`config.mk`:
```
export PLATFORM = sky130hd
export DESIGN_NAME = adc_scan_deadband_reporter_core
export DESIGN_NICKNAME = d
export VERILOG_FILES = /design/src/sv/adsdr_pkg.sv /design/src/sv/adsdr_front.sv /design/src/sv/adsdr_queue.sv /design/src/sv/adsdr_back.sv /design/src/sv/adc_scan_deadband_reporter_core.sv
export VERILOG_INCLUDE_DIRS = /design/src /design/src/sv
export SDC_FILE = /design/constraint.sdc
export NUM_CORES = 1
export LEC_CHECK = 0
export ABC_CLOCK_PERIOD_IN_PS = 9200
export BUFFER_PORTS_ARGS = -buffer_cell sky130_fd_sc_hd__buf_2
export CORE_ASPECT_RATIO = 0.7
export CORE_MARGIN = 3
export CORE_UTILIZATION = 39
export CTS_CLUSTER_DIAMETER = 30
export DETAILED_ROUTE_END_ITERATION = 10
export PLACE_DENSITY_LB_ADDON = 0.05
export SLEW_MARGIN = 20
export SYNTH_ARGS = -nofsm -noshare
export SYNTH_HDL_FRONTEND = slang
export SYNTH_SLANG_ARGS = --single-unit
export TNS_END_PERCENT = 1
```
`constraint.sdc`:
```
create_clock -name clk -period 9.2 [get_ports clk]
set_input_delay 0.92 -clock clk [delete_from_list [all_inputs] [get_ports clk]]
set_output_delay 0.92 -clock clk [all_outputs]
set_load 0.02 [all_outputs]
```
`src/sv/adc_scan_deadband_reporter_core_defines.svh`:
```
// Assertion macros shared by the adc scan deadband reporter RTL.
// Every macro expects clk and arst_n in the scope where it is used.
`ifndef ADC_SCAN_DEADBAND_REPORTER_CORE_DEFINES_SVH
`define ADC_SCAN_DEADBAND_REPORTER_CORE_DEFINES_SVH

// A property that must hold at every rising edge outside reset.
`define ADSDR_ASSERT(label, prop, msg) \
	label: assert property (@(posedge clk) disable iff (!arst_n) (prop)) else $error(msg);

// A condition that must never be true at a rising edge outside reset.
`define ADSDR_ASSERT_NEVER(label, cond, msg) \
	`ADSDR_ASSERT(label, !(cond), msg)

`endif

```
`src/sv/adsdr_pkg.sv`:
```
// Package for the adc scan deadband reporter: sizes, frame codes and shared types.
// Used by every module of the block; depends on nothing.
package adsdr_pkg;

	localparam int NUM_CHANNELS = 6;
	localparam int SAMPLE_BITS  = 10;

	localparam int CH_SEL_W    = $clog2(NUM_CHANNELS);
	localparam int CH_W        = 3;
	localparam int SETTLE_W    = 16;
	localparam int CNT_W       = SETTLE_W + 1;
	localparam int DB_W        = 10;
	localparam int IN_W        = 10;
	localparam int BYTE_W      = 7;
	localparam int EXT_W       = 2 * BYTE_W;
	localparam int DIFF_CMP_W  = 16;
	localparam int CFG_IDX_W   = 2;
	localparam int CFG_DATA_W  = 16;

	localparam int QUEUE_DEPTH = 4;
	localparam int QPTR_W      = $clog2(QUEUE_DEPTH);
	localparam int QCNT_W      = $clog2(QUEUE_DEPTH + 1);

	localparam int LAST_CH_BASE = 3;
	localparam int LAST_CH_EXP  = 5;

	localparam logic [BYTE_W-1:0] FRAME_START = 7'h11;
	localparam logic [BYTE_W-1:0] FRAME_STOP  = 7'h13;

	localparam logic [SETTLE_W-1:0] SETTLE_TICKS_RST = 16'd100;
	localparam logic [DB_W-1:0]     DB_WIDTH_RST     = 10'd1;
	localparam logic [CH_W-1:0]     CHANNEL_RST      = 3'd1;

	typedef enum logic [CFG_IDX_W-1:0] {
		REG_SETTLE_TICKS     = 2'd0,
		REG_DEADBAND_ENABLE  = 2'd1,
		REG_DEADBAND_WIDTH   = 2'd2,
		REG_EXPANDER_PRESENT = 2'd3
	} reg_index_t;

	typedef struct packed {
		logic [SETTLE_W-1:0] settle_ticks;
		logic                deadband_enable;
		logic [DB_W-1:0]     deadband_width;
		logic                expander_present;
	} cfg_t;

	typedef struct packed {
		logic [CH_W-1:0]        channel;
		logic [SAMPLE_BITS-1:0] value;
	} frame_desc_t;

	typedef struct packed {
		logic full;
		logic empty;
	} queue_status_t;

endpackage

```
`src/sv/adsdr_front.sv`:
```
// Front end: settle counter, channel scan, per-channel store and deadband filter.
// Emits one frame descriptor per changed channel value; depends on adsdr_pkg.
module adsdr_front import adsdr_pkg::*; (
	input  logic              clk,
	input  logic              arst_n,
	input  cfg_t              cfg,
	input  logic              accept,
	input  logic [IN_W-1:0]   adc_sample,
	output logic              desc_valid,
	output frame_desc_t       desc
);

	logic [CNT_W-1:0]       settle_count_q;
	logic [CH_W-1:0]        channel_index_q;
	logic [SAMPLE_BITS-1:0] chan_value_q [NUM_CHANNELS];

	logic                   settled;
	logic [CH_W-1:0]        top_ch;
	logic [CH_W-1:0]        next_ch;
	logic [CH_W-1:0]        ch_sel;
	logic [SAMPLE_BITS-1:0] sample;
	logic [SAMPLE_BITS-1:0] stored;
	logic [SAMPLE_BITS-1:0] diff;
	logic [SAMPLE_BITS-1:0] accepted;
	logic                   outside_band;
	logic                   changed;

	always_comb begin
		settled = settle_count_q > {1'b0, cfg.settle_ticks};
		top_ch = cfg.expander_present ? CH_W'(LAST_CH_EXP) : CH_W'(LAST_CH_BASE);
		if (top_ch > CH_W'(NUM_CHANNELS - 1)) begin
			top_ch = CH_W'(NUM_CHANNELS - 1);
		end
		next_ch = (channel_index_q < top_ch) ? channel_index_q + 1'b1 : '0;
		ch_sel = ({1'b0, next_ch} >= (CH_W + 1)'(NUM_CHANNELS)) ? '0 : next_ch;
		sample = SAMPLE_BITS'(adc_sample);
		stored = chan_value_q[ch_sel[CH_SEL_W-1:0]];
		diff = (sample > stored) ? sample - stored : stored - sample;
		outside_band = DIFF_CMP_W'(diff) > DIFF_CMP_W'(cfg.deadband_width);
		accepted = (cfg.deadband_enable && !outside_band) ? stored : sample;
		changed = accepted != stored;
	end

	assign desc_valid    = accept && settled && changed;
	assign desc.channel  = ch_sel;
	assign desc.value    = accepted;

	always_ff @(posedge clk or negedge arst_n) begin
		if (!arst_n) begin
			settle_count_q  <= '0;
			channel_index_q <= CHANNEL_RST;
			for (int i = 0; i < NUM_CHANNELS; i++) begin
				chan_value_q[i] <= '0;
			end
		end else if (accept) begin
			if (settled) begin
				settle_count_q  <= '0;
				channel_index_q <= next_ch;
				if (changed) begin
					chan_value_q[ch_sel[CH_SEL_W-1:0]] <= accepted;
				end
			end else begin
				settle_count_q <= settle_count_q + 1'b1;
			end
		end
	end

endmodule

```
`src/sv/adsdr_queue.sv`:
```
// Short descriptor queue between the front end and the frame serializer.
// Depends on adsdr_pkg and the shared assertion macros.
`include "adc_scan_deadband_reporter_core_defines.svh"

module adsdr_queue import adsdr_pkg::*; (
	input  logic          clk,
	input  logic          arst_n,
	input  logic          wr_en,
	input  frame_desc_t   wr_data,
	input  logic          rd_en,
	output frame_desc_t   rd_data,
	output queue_status_t status
);

	frame_desc_t       mem_q [QUEUE_DEPTH];
	logic [QPTR_W-1:0] wr_ptr_q;
	logic [QPTR_W-1:0] rd_ptr_q;
	logic [QCNT_W-1:0] count_q;

	assign rd_data      = mem_q[rd_ptr_q];
	assign status.full  = count_q == QCNT_W'(QUEUE_DEPTH);
	assign status.empty = count_q == '0;

	always_ff @(posedge clk or negedge arst_n) begin
		if (!arst_n) begin
			wr_ptr_q <= '0;
			rd_ptr_q <= '0;
			count_q  <= '0;
		end else begin
			if (wr_en) begin
				wr_ptr_q <= wr_ptr_q + 1'b1;
			end
			if (rd_en) begin
				rd_ptr_q <= rd_ptr_q + 1'b1;
			end
			if (wr_en && !rd_en) begin
				count_q <= count_q + 1'b1;
			end else if (rd_en && !wr_en) begin
				count_q <= count_q - 1'b1;
			end
		end
	end

	always_ff @(posedge clk) begin
		if (wr_en) begin
			mem_q[wr_ptr_q] <= wr_data;
		end
	end

	`ADSDR_ASSERT_NEVER(a_no_write_when_full, wr_en && status.full, "Descriptor written to full queue.")
	`ADSDR_ASSERT_NEVER(a_no_read_when_empty, rd_en && status.empty, "Descriptor read from empty queue.")
	`ADSDR_ASSERT(a_count_in_range, count_q <= QCNT_W'(QUEUE_DEPTH), "Queue count out of range.")
	`ADSDR_ASSERT(a_count_tracks_write, wr_en && !rd_en |=> count_q == QCNT_W'($past(count_q) + 1'b1), "Queue count missed a write.")

endmodule

```
`src/sv/adsdr_back.sv`:
```
// Back end: serializes each frame descriptor into five words on the result port.
// Depends on adsdr_pkg; reads the head of adsdr_queue.
module adsdr_back import adsdr_pkg::*; (
	input  logic              clk,
	input  logic              arst_n,
	input  queue_status_t     qstat,
	input  frame_desc_t       head,
	output logic              rd_en,
	input  logic              pop,
	output logic              empty,
	output logic [BYTE_W-1:0] frame_byte,
	output logic              frame_last
);

	typedef enum logic [4:0] {
		POS_START   = 5'b00001,
		POS_CHANNEL = 5'b00010,
		POS_HIGH    = 5'b00100,
		POS_LOW     = 5'b01000,
		POS_STOP    = 5'b10000
	} byte_pos_t;

	byte_pos_t         pos_q;
	byte_pos_t         next_pos;
	logic              out_valid_q;
	logic [BYTE_W-1:0] frame_byte_q;
	logic              frame_last_q;
	logic [BYTE_W-1:0] next_byte;
	logic [EXT_W-1:0]  value_ext;
	logic              load;

	assign value_ext = EXT_W'(head.value);
	assign load      = !out_valid_q || pop;
	assign rd_en     = load && !qstat.empty && (pos_q == POS_STOP);

	always_comb begin
		case (pos_q)
			POS_START: begin
				next_byte = FRAME_START;
				next_pos  = POS_CHANNEL;
			end
			POS_CHANNEL: begin
				next_byte = BYTE_W'(head.channel);
				next_pos  = POS_HIGH;
			end
			POS_HIGH: begin
				next_byte = value_ext[EXT_W-1:BYTE_W];
				next_pos  = POS_LOW;
			end
			POS_LOW: begin
				next_byte = value_ext[BYTE_W-1:0];
				next_pos  = POS_STOP;
			end
			POS_STOP: begin
				next_byte = FRAME_STOP;
				next_pos  = POS_START;
			end
			default: begin
				next_byte = FRAME_START;
				next_pos  = POS_START;
			end
		endcase
	end

	always_ff @(posedge clk or negedge arst_n) begin
		if (!arst_n) begin
			pos_q       <= POS_START;
			out_valid_q <= 1'b0;
		end else if (load) begin
			out_valid_q <= !qstat.empty;
			if (!qstat.empty) begin
				pos_q <= next_pos;
			end
		end
	end

	always_ff @(posedge clk) begin
		if (load && !qstat.empty) begin
			frame_byte_q <= next_byte;
			frame_last_q <= pos_q == POS_STOP;
		end
	end

	assign empty      = !out_valid_q;
	assign frame_byte = frame_byte_q;
	assign frame_last = frame_last_q;

endmodule

```
`src/sv/adc_scan_deadband_reporter_core.sv`:
```
// Top level of the adc scan deadband reporter; holds the configuration registers.
// Takes one poll tick per cycle unless full; frames pass the queue, then the output register.
// Frame words leave at one per cycle while popped, five per frame, from a four-frame queue.
// full rises while that queue is full, from a burst of changed samples or a slow reader.
// Reset restores the register defaults, clears the counter and channel stores, selects channel 1.
// Depends on adsdr_pkg, adsdr_front, adsdr_queue and adsdr_back.
module adc_scan_deadband_reporter_core import adsdr_pkg::*; (
	input  logic                  clk,
	input  logic                  arst_n,
	input  logic                  push,
	output logic                  full,
	input  logic [IN_W-1:0]       adc_sample,
	output logic                  empty,
	input  logic                  pop,
	output logic [BYTE_W-1:0]     frame_byte,
	output logic                  frame_last,
	input  logic                  cfg_we,
	input  logic [CFG_IDX_W-1:0]  cfg_index,
	input  logic [CFG_DATA_W-1:0] cfg_data
);

	cfg_t          cfg_q;
	logic          accept;
	logic          desc_valid;
	frame_desc_t   desc;
	frame_desc_t   head;
	logic          rd_en;
	queue_status_t qstat;

	always_ff @(posedge clk or negedge arst_n) begin
		if (!arst_n) begin
			cfg_q.settle_ticks     <= SETTLE_TICKS_RST;
			cfg_q.deadband_enable  <= 1'b0;
			cfg_q.deadband_width   <= DB_WIDTH_RST;
			cfg_q.expander_present <= 1'b0;
		end else if (cfg_we) begin
			case (reg_index_t'(cfg_index))
				REG_SETTLE_TICKS: begin
					cfg_q.settle_ticks <= cfg_data[SETTLE_W-1:0];
				end
				REG_DEADBAND_ENABLE: begin
					cfg_q.deadband_enable <= cfg_data[0];
				end
				REG_DEADBAND_WIDTH: begin
					cfg_q.deadband_width <= cfg_data[DB_W-1:0];
				end
				REG_EXPANDER_PRESENT: begin
					cfg_q.expander_present <= cfg_data[0];
				end
				default: begin
					cfg_q <= cfg_q;
				end
			endcase
		end
	end

	assign full   = qstat.full;
	assign accept = push && !qstat.full;

	adsdr_front u_front (
		.clk        (clk),
		.arst_n     (arst_n),
		.cfg        (cfg_q),
		.accept     (accept),
		.adc_sample (adc_sample),
		.desc_valid (desc_valid),
		.desc       (desc)
	);

	adsdr_queue u_queue (
		.clk     (clk),
		.arst_n  (arst_n),
		.wr_en   (desc_valid),
		.wr_data (desc),
		.rd_en   (rd_en),
		.rd_data (head),
		.status  (qstat)
	);

	adsdr_back u_back (
		.clk        (clk),
		.arst_n     (arst_n),
		.qstat      (qstat),
		.head       (head),
		.rd_en      (rd_en),
		.pop        (pop),
		.empty      (empty),
		.frame_byte (frame_byte),
		.frame_last (frame_last)
	);

endmodule

```
==> reports/metrics.yaml <==
status:
  status: "finished, final reports clean"
flow_run:
  drv_cap: 0
finish:
  fin_nets: 978
  num_antenna_cells: 0
  nFillCells: 2254
  utilization_pct: 45.47
  syn_to_final_growth_pct: 13.11
  stdcell_count: 1218
  drive_gt1_share_pct: 18.11
  regArea_um2: 4837
  multi_input_area_um2: 4502
  stdcell_area_um2: 10910
timing:
  hold_viol: 0
  fmax_ghz: 0.1205
  worst_slew_pin_slew_ns: 1.113
  fin_ws_ns: 0.8989
  tns_ns: 0
  fin_crit_sh_pct: 90.23
  max_slew_margin_pct: 25.82
  maxSlewViolCount: 0
  setup_viol: 0
  fin_crit_ns: 8.301
  rsz0062_at_grt: "no"
  clock_skew_ns: 0.01404
  whs_ns: 0.4870
critical_path:
  crit_arrival_ns: 8.65
  slowest_stage: "dfstp_2"
  crit_required_ns: 9.55
  end_kind: "flop"
  max_stage_delay_ns: 0.62
  critPathLaunchType: "flop"
  cp_max_fo: 20
  critPathKind: "reg2reg"
clock_network:
  numCtsBuffers: 17
  cts_tree: "done"
  cts_buffer_depth: 2
  cts_sinks: 181
  path_clk_slew_ns: 0.07
  htreeDepth: 4
  clock_latency_ns: 0.44
  clock-root-buffer: "clkbuf_16"
  cts_setup_buffers: 0
synthesis:
  synth_ff_type: "dfrtp_1"
  synth_warnings: 0
  synth.avg_cell_area_um2: 11.47
  synth-edff-count: 60
  postSynthCellCount: 841
  synth_fp_nets: 932
  ys_ff_latch: 181
  syn-cell-area_um2: 9646
  synth_cell_types: 65
  async_flop_share_pct: 66.85
  synth.yosys.seq_area_share_pct: 50.15
place:
  gp_routability_congestion: 0.8981
  dp_hpwl_um: 17290
  place_ws_ns: 0.7649
  dp.cells: 1186
  io_buffer_count: 42
  placed_cell_area_um2: 10270
die:
  initial_utilization_pct: 40.20
  io_pins: 43
  rows: 47
  die-area_um2: 26680
  fp.coreArea_um2: 23990
  die_h_um: 137.6
  dieWidth_um: 194.0
routing:
  totalWireLength_um: 23470
  vias: 6584
  drc: 0
  drtPass1Iterations: 5
  drtIter0Drc: 446
  routed_via_density: 5.406
  wire_per_inst_um: 19.27
  drtAntennaViolNets: 0
global_route:
  grt_max_degree: 74
  grtUsageTotal_pct: 18.52
  grt_overflow: 0
  grt_pass1_wl_um: 38400
  grt_pass1_vias: 6759
  antenna_found_initial: 1
min_path:
  hp-class: "reg2reg"
pwr:
  power.density_nw_per_um2: 350.6
  irDropWorstVdd_mv: 0.2009
  p_leak_nw: 4.893
  power.total_mw: 3.825
## cells by family (layout without fill, tap and decap cells)
| logic type | Yosys count | after routing | share of synthesized area, % |
|---|---|---|---|
| buffers and inverters | 91 | 150 | 3.736 |
| XOR/XNOR | 29 | 29 | 2.633 |
| adder cells (fa/ha/maj) | 58 | 58 | 7.757 |
| AO/OA/AOI/OAI | 139 | 139 | 9.314 |
| multiplexers | 113 | 113 | 14.42 |
| AND/OR/NAND/NOR | 230 | 230 | 11.99 |
| flip-flops | 181 | 181 | 50.15 |
## flip-flops by register name, indices dropped and copies added (netlist names)
name,count
u_back.out_valid_q,1
u_queue.wr_ptr_q,2
u_front.settle_count_q,17
u_back.pos_q,5
u_back.frame_byte,7
u_front.channel_index_q,3
u_back.frame_last,1
cfg_q,28
u_queue.mem_q,52
u_front.chan_value_q,60
u_queue.rd_ptr_q,2
u_queue.count_q,3
## per-layer routing
layer / routed length [µm] / GRT usage, %
met5: 0 / 0
met4: 129 / 3.587
met3: 1389 / 3.667
met2: 10090 / 28.12
met1: 11860 / 27.79
## cells in the final DEF, fill, tap and decap left out, types with 8 or more instances in the layout
| cell | count |
|---|---|
| dfrtp_1 | 115 |
| nand2_1 | 67 |
| nor2_1 | 63 |
| inv_1 | 60 |
| edfxtp_1 | 60 |
| ha_1 | 55 |
| o21ai_0 | 49 |
| mux2_1 | 42 |
| buf_2 | 41 |
| mux2_2 | 36 |
| a21oi_1 | 26 |
| mux2i_1 | 21 |
| clkbuf_16 | 17 |
| nand3_1 | 16 |
| xor2_1 | 15 |
| xnor2_1 | 14 |
| mux4_2 | 13 |
| buf_4 | 13 |
| and2_1 | 12 |
| nand4_1 | 11 |
| and3_1 | 11 |
| a21o_1 | 10 |
| nor2b_1 | 10 |
| or3_1 | 8 |
## worst max-delay path, delay by kind of cell (launching register included)
kind / cells / cell delay [ns]
AO/OA/AOI/OAI: 9 / 1.95
XOR/XNOR: 4 / 0.84
adder cells (fa/ha/maj): 6 / 1.80
buffers and inverters: 4 / 0.83
flip-flops: 1 / 0.62
AND/OR/NAND/NOR: 12 / 2.16
## where the power goes
| part | internal, mW | switching [mW] |
|---|---|---|
| clock | 0.420 | 0.359 |
| combinational | 0.689 | 1.22 |
| sequential | 1.04 | 0.0898 |
## cells in the mapped netlist, types with 3 or more instances
library cell	n	area, µm²
nand4b_1	3	26.28
nor2b_1	10	62.56
nor4b_1	3	26.28
a311oi_1	3	26.28
o211ai_1	4	30.03
o21ai_1	4	20.02
inv_2	4	15.01
nor4_4	3	63.81
mux2_1	42	473.0
nor3_1	6	30.03
nand2_1	67	251.5
xor2_1	15	131.4
o21a_1	4	30.03
a21o_1	10	75.07
o22ai_1	4	25.02
inv_1	60	225.2
clkbuf_1	16	60.06
edfxtp_1	60	1802
nand3b_1	4	30.03
or3_1	8	50.05
mux4_2	13	292.8
mux2_2	36	405.4
and3_1	11	68.82
nor2_1	64	240.2
fa_1	3	60.06
o21ai_0	49	245.2
a21oi_1	27	135.1
nand4_1	11	68.82
buf_2	9	45.04
ha_1	55	688.2
mux2i_1	22	220.2
nand2b_1	7	43.79
dfrtp_1	115	2878
a31oi_1	4	25.02
and2_1	12	75.07
dfstp_2	6	157.7
a22oi_1	4	30.03
nand3_1	16	80.08
xnor2_1	14	122.6
## path summary, 6_finish.rpt
path	endpoint	startpoint	slack [ns]	cells after the start
max	u_queue.count_q[2]	u_front.channel_index_q[0]	0.90	35
min	u_front.chan_value_q[57]	u_front.chan_value_q[57]	0.49	1
max reg2reg	u_queue.count_q[2]	u_front.channel_index_q[0]	0.90	35
min reg2reg	u_front.chan_value_q[57]	u_front.chan_value_q[57]	0.49	1
max in group asynchronous	u_front.chan_value_q[8]	arst_n	7.27	2
min in group asynchronous	cfg_q[26]	arst_n	0.51	1
## cell type report
type | instances | share of cell area (%)
Inverter | 64 | 2.202
Tap cell | 318 | 3.647
Clock buffer | 17 | 3.899
Timing Repair Buffer | 54 | 2.775
Sequential cell | 181 | 44.33
Multi-Input combinational cell | 569 | 41.26
Clock inverter | 15 | 1.881
## what timing repair did
action / in CTS / in global routing
gates resized for setup: 0 / 2
hold buffers: 0 / 0
setup endpoints to repair: 0 / 1
(Power assumes the default switching activity.)
